File: src/design/voxel_color_pooling_table_unit_assert.svh
// ----------------------------------------------------------------------------
// voxel color pooling table: assertion macros
// Implication and next-cycle checks, empty when SYNTHESIS is defined.
// ----------------------------------------------------------------------------
`ifndef VOXEL_COLOR_POOLING_TABLE_UNIT_ASSERT_SVH
`define VOXEL_COLOR_POOLING_TABLE_UNIT_ASSERT_SVH
`ifndef SYNTHESIS
// same-cycle implication
`define VCP_ASSERT_IMPL(lbl, clk, rstn, ante, cons) \
  lbl: assert property (@(posedge clk) disable iff (!rstn) (ante) |-> (cons)) \
    else $error("implication check failed");
// next-cycle implication
`define VCP_ASSERT_NEXT(lbl, clk, rstn, ante, cons) \
  lbl: assert property (@(posedge clk) disable iff (!rstn) (ante) |=> (cons)) \
    else $error("next-cycle check failed");
`else
`define VCP_ASSERT_IMPL(lbl, clk, rstn, ante, cons)
`define VCP_ASSERT_NEXT(lbl, clk, rstn, ante, cons)
`endif
`endif

File: src/design/vcp_pkg.sv
// ----------------------------------------------------------------------------
// vcp_pkg
// Shared types, codes and constants of the voxel color pooling table.
// ----------------------------------------------------------------------------
`timescale 1ns / 1ps

package vcp_pkg;

  localparam int DEFAULT_TABLE_DEPTH = 1024;
  localparam int DEFAULT_INDEX_BITS  = 16;

  localparam int CFG_IDX_W  = 3;
  localparam int CFG_DATA_W = 32;
  localparam int COORD_W    = 32;
  localparam int COLOR_W    = 8;
  localparam int SUM_W      = 24;
  localparam int COUNT_W    = 16;
  localparam int CELL_W     = 16;
  localparam int PROD_W     = 64;

  localparam logic [COUNT_W-1:0] COUNT_MAX = '1;

  typedef enum logic [1:0] {
    ACT_ADD   = 2'd0,
    ACT_READ  = 2'd1,
    ACT_CLEAR = 2'd2
  } action_e;

  typedef enum logic [2:0] {
    ST_ADDED     = 3'd0,
    ST_FULL      = 3'd1,
    ST_RANGE     = 3'd2,
    ST_SATURATED = 3'd3,
    ST_READ      = 3'd4,
    ST_EMPTY     = 3'd5,
    ST_CLEARED   = 3'd6
  } status_e;

  typedef enum logic [2:0] {
    POOL_AVG  = 3'd0,
    POOL_MIN  = 3'd1,
    POOL_MAX  = 3'd2,
    POOL_SUM  = 3'd3,
    POOL_ZERO = 3'd4
  } pool_e;

  typedef enum logic [CFG_IDX_W-1:0] {
    REG_ORIGIN_X       = 3'd0,
    REG_ORIGIN_Y       = 3'd1,
    REG_ORIGIN_Z       = 3'd2,
    REG_INV_CELL_SIZE  = 3'd3,
    REG_POOL_MODE      = 3'd4,
    REG_COLORS_PRESENT = 3'd5
  } cfg_reg_e;

  typedef enum logic [3:0] {
    S_IDLE,
    S_DISPATCH,
    S_MUL,
    S_FIX,
    S_RANGE,
    S_SRCH_RD,
    S_SRCH_CMP,
    S_UPD_HIT,
    S_UPD_NEW,
    S_RD_CHK,
    S_RD_WAIT,
    S_DIVIDE,
    S_DONE
  } ctrl_state_e;

  // per-voxel payload held next to the key (channel 0 red, 1 green, 2 blue)
  typedef struct packed {
    logic [COUNT_W-1:0]          count;
    logic [2:0][SUM_W-1:0]       sum;
    logic [2:0][COLOR_W-1:0]     minc;
    logic [2:0][COLOR_W-1:0]     maxc;
  } entry_t;

  typedef struct packed {
    status_e                     status;
    logic [2:0][CELL_W-1:0]      grid_idx;
    logic [2:0][SUM_W-1:0]       color;
    logic [COUNT_W-1:0]          count;
    logic                        last_cell;
  } result_t;

  // controller to datapath
  typedef struct packed {
    logic    load_in;
    logic    mul;
    logic    fix;
    logic    srch_start;
    logic    mem_rd_srch;
    logic    addr_inc;
    logic    mem_rd_cur;
    logic    write_hit;
    logic    write_new;
    logic    div_start;
    logic    clear;
    logic    res_set;
    status_e res_status;
    logic    res_hit;
    logic    out_load;
  } ctrl_cmd_t;

  // datapath to controller
  typedef struct packed {
    logic [1:0] action;
    logic       axis_last;
    logic       oor;
    logic       srch_end;
    logic       key_match;
    logic       count_sat;
    logic       table_full;
    logic       cur_empty;
    logic       need_div;
    logic       div_done;
    logic       out_free;
  } dp_stat_t;

endpackage

File: src/design/vcp_ctrl.sv
// ----------------------------------------------------------------------------
// vcp_ctrl
// Sequencer for add, read and clear transactions.
// ----------------------------------------------------------------------------
`timescale 1ns / 1ps

module vcp_ctrl import vcp_pkg::*; (
  input  logic      clk_i,
  input  logic      rst_ni,
  input  logic      in_valid_i,
  output logic      in_ready_o,
  input  dp_stat_t  stat_i,
  output ctrl_cmd_t cmd_o
);

  ctrl_state_e state_q, state_d;

  // state register
  always_ff @(posedge clk_i or negedge rst_ni) begin
    if (!rst_ni) begin
      state_q <= S_IDLE;
    end else begin
      state_q <= state_d;
    end
  end

  // next state and commands
  always_comb begin
    state_d    = state_q;
    cmd_o      = '0;
    in_ready_o = 1'b0;
    case (state_q)
      S_IDLE: begin
        in_ready_o = 1'b1;
        if (in_valid_i) begin
          cmd_o.load_in = 1'b1;
          state_d       = S_DISPATCH;
        end
      end
      S_DISPATCH: begin
        case (action_e'(stat_i.action))
          ACT_ADD:  state_d = S_MUL;
          ACT_READ: state_d = S_RD_CHK;
          ACT_CLEAR: begin
            cmd_o.clear      = 1'b1;
            cmd_o.res_set    = 1'b1;
            cmd_o.res_status = ST_CLEARED;
            state_d          = S_DONE;
          end
          default: state_d = S_IDLE;
        endcase
      end
      S_MUL: begin
        cmd_o.mul = 1'b1;
        state_d   = S_FIX;
      end
      S_FIX: begin
        cmd_o.fix = 1'b1;
        state_d   = stat_i.axis_last ? S_RANGE : S_MUL;
      end
      S_RANGE: begin
        if (stat_i.oor) begin
          cmd_o.res_set    = 1'b1;
          cmd_o.res_status = ST_RANGE;
          state_d          = S_DONE;
        end else begin
          cmd_o.srch_start = 1'b1;
          state_d          = S_SRCH_RD;
        end
      end
      S_SRCH_RD: begin
        if (stat_i.srch_end) begin
          state_d = S_UPD_NEW;
        end else begin
          cmd_o.mem_rd_srch = 1'b1;
          state_d           = S_SRCH_CMP;
        end
      end
      S_SRCH_CMP: begin
        if (stat_i.key_match) begin
          state_d = S_UPD_HIT;
        end else begin
          cmd_o.addr_inc = 1'b1;
          state_d        = S_SRCH_RD;
        end
      end
      S_UPD_HIT: begin
        cmd_o.res_set = 1'b1;
        if (stat_i.count_sat) begin
          cmd_o.res_status = ST_SATURATED;
        end else begin
          cmd_o.write_hit  = 1'b1;
          cmd_o.res_hit    = 1'b1;
          cmd_o.res_status = ST_ADDED;
        end
        state_d = S_DONE;
      end
      S_UPD_NEW: begin
        cmd_o.res_set = 1'b1;
        if (stat_i.table_full) begin
          cmd_o.res_status = ST_FULL;
        end else begin
          cmd_o.write_new  = 1'b1;
          cmd_o.res_status = ST_ADDED;
        end
        state_d = S_DONE;
      end
      S_RD_CHK: begin
        if (stat_i.cur_empty) begin
          cmd_o.res_set    = 1'b1;
          cmd_o.res_status = ST_EMPTY;
          state_d          = S_DONE;
        end else begin
          cmd_o.mem_rd_cur = 1'b1;
          state_d          = S_RD_WAIT;
        end
      end
      S_RD_WAIT: begin
        if (stat_i.need_div) begin
          cmd_o.div_start = 1'b1;
          state_d         = S_DIVIDE;
        end else begin
          cmd_o.res_set    = 1'b1;
          cmd_o.res_status = ST_READ;
          state_d          = S_DONE;
        end
      end
      S_DIVIDE: begin
        if (stat_i.div_done) begin
          cmd_o.res_set    = 1'b1;
          cmd_o.res_status = ST_READ;
          state_d          = S_DONE;
        end
      end
      S_DONE: begin
        if (stat_i.out_free) begin
          cmd_o.out_load = 1'b1;
          state_d        = S_IDLE;
        end
      end
      default: state_d = S_IDLE;
    endcase
  end

endmodule

File: config.mk
export PLATFORM = sky130hd
export DESIGN_NAME = vcp_ctrl
export DESIGN_NICKNAME = d
export VERILOG_FILES = /design/src/design/voxel_color_pooling_table_unit_assert.svh /design/src/design/vcp_pkg.sv /design/src/design/vcp_ctrl.sv
export SDC_FILE = /design/constraint.sdc
export NUM_CORES = 1
export LEC_CHECK = 0
export BUFFER_PORTS_ARGS = -buffer_cell sky130_fd_sc_hd__buf_2
export CAP_MARGIN = 15
export CORE_ASPECT_RATIO = 1.1
export CORE_MARGIN = 2
export CORE_UTILIZATION = 43
export DETAILED_ROUTE_END_ITERATION = 16
export GPL_ROUTABILITY_DRIVEN = 0
export PLACE_DENSITY_LB_ADDON = 0.08
export SLEW_MARGIN = 20
export SYNTH_ARGS = -nofsm -noshare
export SYNTH_HDL_FRONTEND = slang
export SYNTH_SLANG_ARGS = --single-unit
File: constraint.sdc
create_clock -name clk_i -period 4.4 [get_ports clk_i]
set_input_delay 1.1 -clock clk_i [delete_from_list [all_inputs] [get_ports clk_i]]
set_output_delay 1.1 -clock clk_i [all_outputs]
set_load 0.005 [all_outputs]
# Word-level counts from Yosys, hierarchy flattened
# Cells that the tools add are included.
[word_totals] input_bits=15 regBits=4
[op_classes] eq_ne=17 reduce_logical=4 n_mux=41
[ops] cell="$pmux W4 S12" count=1
[ops] cell="$mux W4" count=9
[ops] cell="$pmux W4 S7" count=1
[ops] cell="$mux W1" count=23
[ops] cell="$eq A4 B4 Y1 const B" count=5
[ops] cell="$eq A4 B3 Y1 const B" count=4
[ops] cell="$pmux W4 S3" count=1
[ops] cell="$mux W3" count=3
[ops] cell="$eq A4 B2 Y1 const B" count=2
[ops] cell="$ne A2 B2 Y1 const B" count=3
[ops] cell="$mux W5" count=1
[ops] cell="$eq A4 B1 Y1 const B" count=1
[ops] cell="$logic_not A4 Y1" count=1
[ops] cell="$mux W2" count=2
[ops] cell="$reduce_and A3 Y1" count=1
[ops] cell="$eq A2 B1 Y1 const B" count=1
[ops] cell="$eq A2 B2 Y1 const B" count=1
[ops] cell="$logic_not A2 Y1" count=1
[ops] cell="$reduce_or A2 Y1" count=1

# Logic depth before layout (Yosys ltp)
[logic_depth] ltp_word=3 mapped_depth=6 ltp_nobuf=6

# Worst setup path after synthesis
# No wires, ideal clock.
[synth_path] path_type="input to output" from="input port stat_i[10] in the netlist's numbering" to="output port cmd_o[5] in the netlist's numbering" t_arrival_ns=1.896 path_stages=6 slack_ns=1.404 path_cell_list="inv_1 -> ha_1 -> nor3b_1 -> a31oi_1 -> or2_2 -> o211ai_1"
[synth_rtl] element="start, declared" line="vcp_ctrl.sv:12" rtl="input dp_stat_t stat_i,"
[synth_rtl] element="end, declared" line="vcp_ctrl.sv:13" rtl="output ctrl_cmd_t cmd_o"

==> results.md <==
- Hold Crit Class: in -> async
- Simple-Gate Fraction of Synth Area: 0.2938
- Post-synthesis cell type count: 36
- Area growth syn-to-layout: 10.14%
- Leak: approximately 0.39 nW
- Final Hold Violating Endpoints: 0
- Total Routing Usage GR: 0.1884
- Synth warn: 0
- Root Buffer Master: clkbuf_4
- TritonCTS Buffers: 3
- Mapped Area: around 730 sq um
- Largest family of logic cells by synthesized area: simple AND/OR/NAND/NOR gates
- Post-synthesis compound-gate area fraction: 0.2663
- Period Utilization, post-route: 0.7543
- Slew Limit Fails: 0
- Fin area: between 800 and 900 sq um
- Dpl hpwl: between 1000 and 1500 microns
- Cts hold-fix bufs: 0
- Setup bufs post-CTS: 0
- Nets: 141
- Clk buf depth: 2
- Yosys reg bits: 4
- Net count after synthesis: around 120
- Vias: slightly above 800
- CP required: between 3000 and 4000 ps
- Setup Viol. Count Final: 0
- Die Span Y: ~47 microns
- CP max FO: 3
- GRT Residual Overflow: 0
- Peak VDD IR: roughly 0.30 mV
- Register Area: 100.1 sq um
- Worst-Margin Slew: around 590 ps
- Crit Path Class: in -> out
- End of the worst register-to-register path: state_q[1]
- Synth top area share: 0.1375
- Reg2reg setup slack: ~2700 ps
- RSZ-0062 raised after global routing: false
- Syn Inst Count: 97
- Worst Path Arrival: 2220 ps
- Via-per-instance ratio: 5.891
- Clock sinks: 4
- Clock Pin Slew Worst Setup and Hold Paths: roughly 40 ps
- Die Wd: 43.24 microns
- Post-CTS sizing: 0
- Post-synthesis sequential area ratio: 0.1375
- Area after DPL: ~800 sq um
- Synth Area in XOR/XNOR: 0
- # rows: 15
- Length in cells of the worst reg-to-reg path: 3
- Max-cap viol count: 0
- Max FFs per register: 4
- Multi-input gate area: approximately 480 sq um
- Crit end category: primary output
- FILL cells: about 180
- Largest net degree at the start of global routing: 21
- Min Tclk post-route: roughly 3300 ps
- Final Util: 0.5087
- Routed WL: ~1800 microns
- Max frequency: between 0.3 and 0.4 GHz
- Port buffer count: 32
- Final ANT Viol Nets: 0
- I/O pin total: 33
- Starting density of the core: 0.4619
- Core Area: between 1500 and 2000 sq um
- Largest regs: state_q x4
- First-pass detailed-route iteration total: 4
- Mean Syn Cell Area: approximately 7.5 sq um
- CTS tree: done
- Share of cells above drive strength 1: 0.3417
- Adder-cell share of the synthesized area: 0.06873
- Die area: between 2000 and 2500 sq um
- Dominant cells by area after synthesis: dfrtp_1, clkbuf_8, ha_1, nor3_1, buf_6
- Wire per inst: ~13 microns
- Cell taking the most area after synthesis: dfrtp_1
- Outcome: completed
- DR DRC count: 0
- Slew headroom: 0.6095
- Diode count: 0
- Initial drt markers: 14
- Top reg by flops: state_q
- Clock H-tree levels: 1
- Initial antenna violation count: 0
- Critical Path Source Type: primary input
- Mux share of post-synthesis cell area: 0.02921
- R2r startpoint: state_q[3]
- First-pass GRT wire length: approximately 3000 microns
- Clk Latency, worst-skew pair: about 230 ps
- PwrDens: 561.2 nW/um^2
- Setup TNS: 0 ps
- Vias in the first global route: between 700 and 800
- Skew final: between 2 and 2.5 ps
==> per-layer routing <==
metal  up-vias  routed length (microns)  track usage
li1        401                        -            -
met3         0                      136      0.01538
met4         0                        0      0.03636
met1       369                      748       0.2357
met5         -                        0            0
met2        37                      906       0.3582
==> stage by stage <==
stage / setup WS, ps / total power, mW / hold slack (ps) / std cells
after floorplan: 1404 / 0.4018 / 606.6 / 97
after global placement: 1111 / 0.4063 / 849.1 / 134
after detailed placement: 1082 / 0.4027 / 825.1 / 134
after CTS: 1069 / 0.4496 / 665.4 / 137
after global routing: 928.3 / 0.4959 / 663.0 / 137
final: 1081 / 0.4501 / 664.5 / 137
==> power breakdown <==
part           total (mW)  leakage (nW)  internal (mW)  switching, mW
clock              0.0445        0.0138         0.0305         0.0141
combinational       0.271         0.328          0.129          0.142
sequential          0.134        0.0507         0.0535         0.0806
==> worst max-delay path, stage by stage <==
cell	delay (ps)
buf_2	110
inv_1	90
ha_1	160
nor3b_1	180
a31oi_1	50
or2_2	300
o211ai_1	90
buf_2	140
==> area by class of cell <==
cell class                 instances  share of cell area
timing repair buffer              32              0.1997
tap                               17             0.02652
inverter                           5             0.02340
sequential                         4              0.1248
clock buffer                       3             0.02808
multi-input combinational         76              0.5975
==> cell families (layout without fill, tap and decap cells) <==
logic type               count (synthesis)  after routing
AO/OA/AOI/OAI                           29             29
adder cells (fa/ha/maj)                  4              4
buffers and inverters                   17             40
flip-flops                               4              4
multiplexers                             2              2
AND/OR/NAND/NOR                         41             41
==> synthesized netlist by cell type (all sizes together) <==
cell	number
or2	3
nor2	8
o32ai	1
inv	5
mux2	1
ha	4
nand2b	4
dfrtp	4
mux2i	1
o22ai	2
nand2	5
and3	3
a221o	1
nor3	10
o211ai	4
a31oi	2
a22oi	1
o2bb2ai	1
and2b	1
nand3b	1
clkbuf	6
a2111o	1
o22a	1
nor2b	1
a21oi	6
buf	6
o2111ai	1
nor3b	2
o21ai	8
nand3	3
==> layout by cell type (no fill, tap or decap), drive strengths merged <==
master	Yosys	routed
mux2i	1	1
o22ai	2	2
nor2b	1	1
or2	3	3
a22oi	1	1
a221o	1	1
clkbuf	6	3
o2111ai	1	1
buf	6	32
a2111o	1	1
a21oi	6	6
nand2	5	5
nor2	8	8
ha	4	4
nor3b	2	2
nand3	3	3
mux2	1	1
and2b	1	1
dfrtp	4	4
and3	3	3
nand2b	4	4
nand3b	1	1
o32ai	1	1
o2bb2ai	1	1
o21ai	8	8
o22a	1	1
a31oi	2	2
o211ai	4	4
nor3	10	10
inv	5	5
==> how the worst max path moves through the flow <==
stage	slack (ps)	to	from
2_1_floorplan	1400	cmd_o[5]	stat_i[10]
3_3_place_gp	1110	cmd_o[5]	stat_i[10]
3_5_place_dp	1080	cmd_o[5]	stat_i[10]
4_1_cts	1070	cmd_o[5]	stat_i[10]
5_1_grt	930	cmd_o[5]	stat_i[10]
6_report	1080	cmd_o[5]	stat_i[10]
No activity file was read; power rests on OpenSTA's default activity.
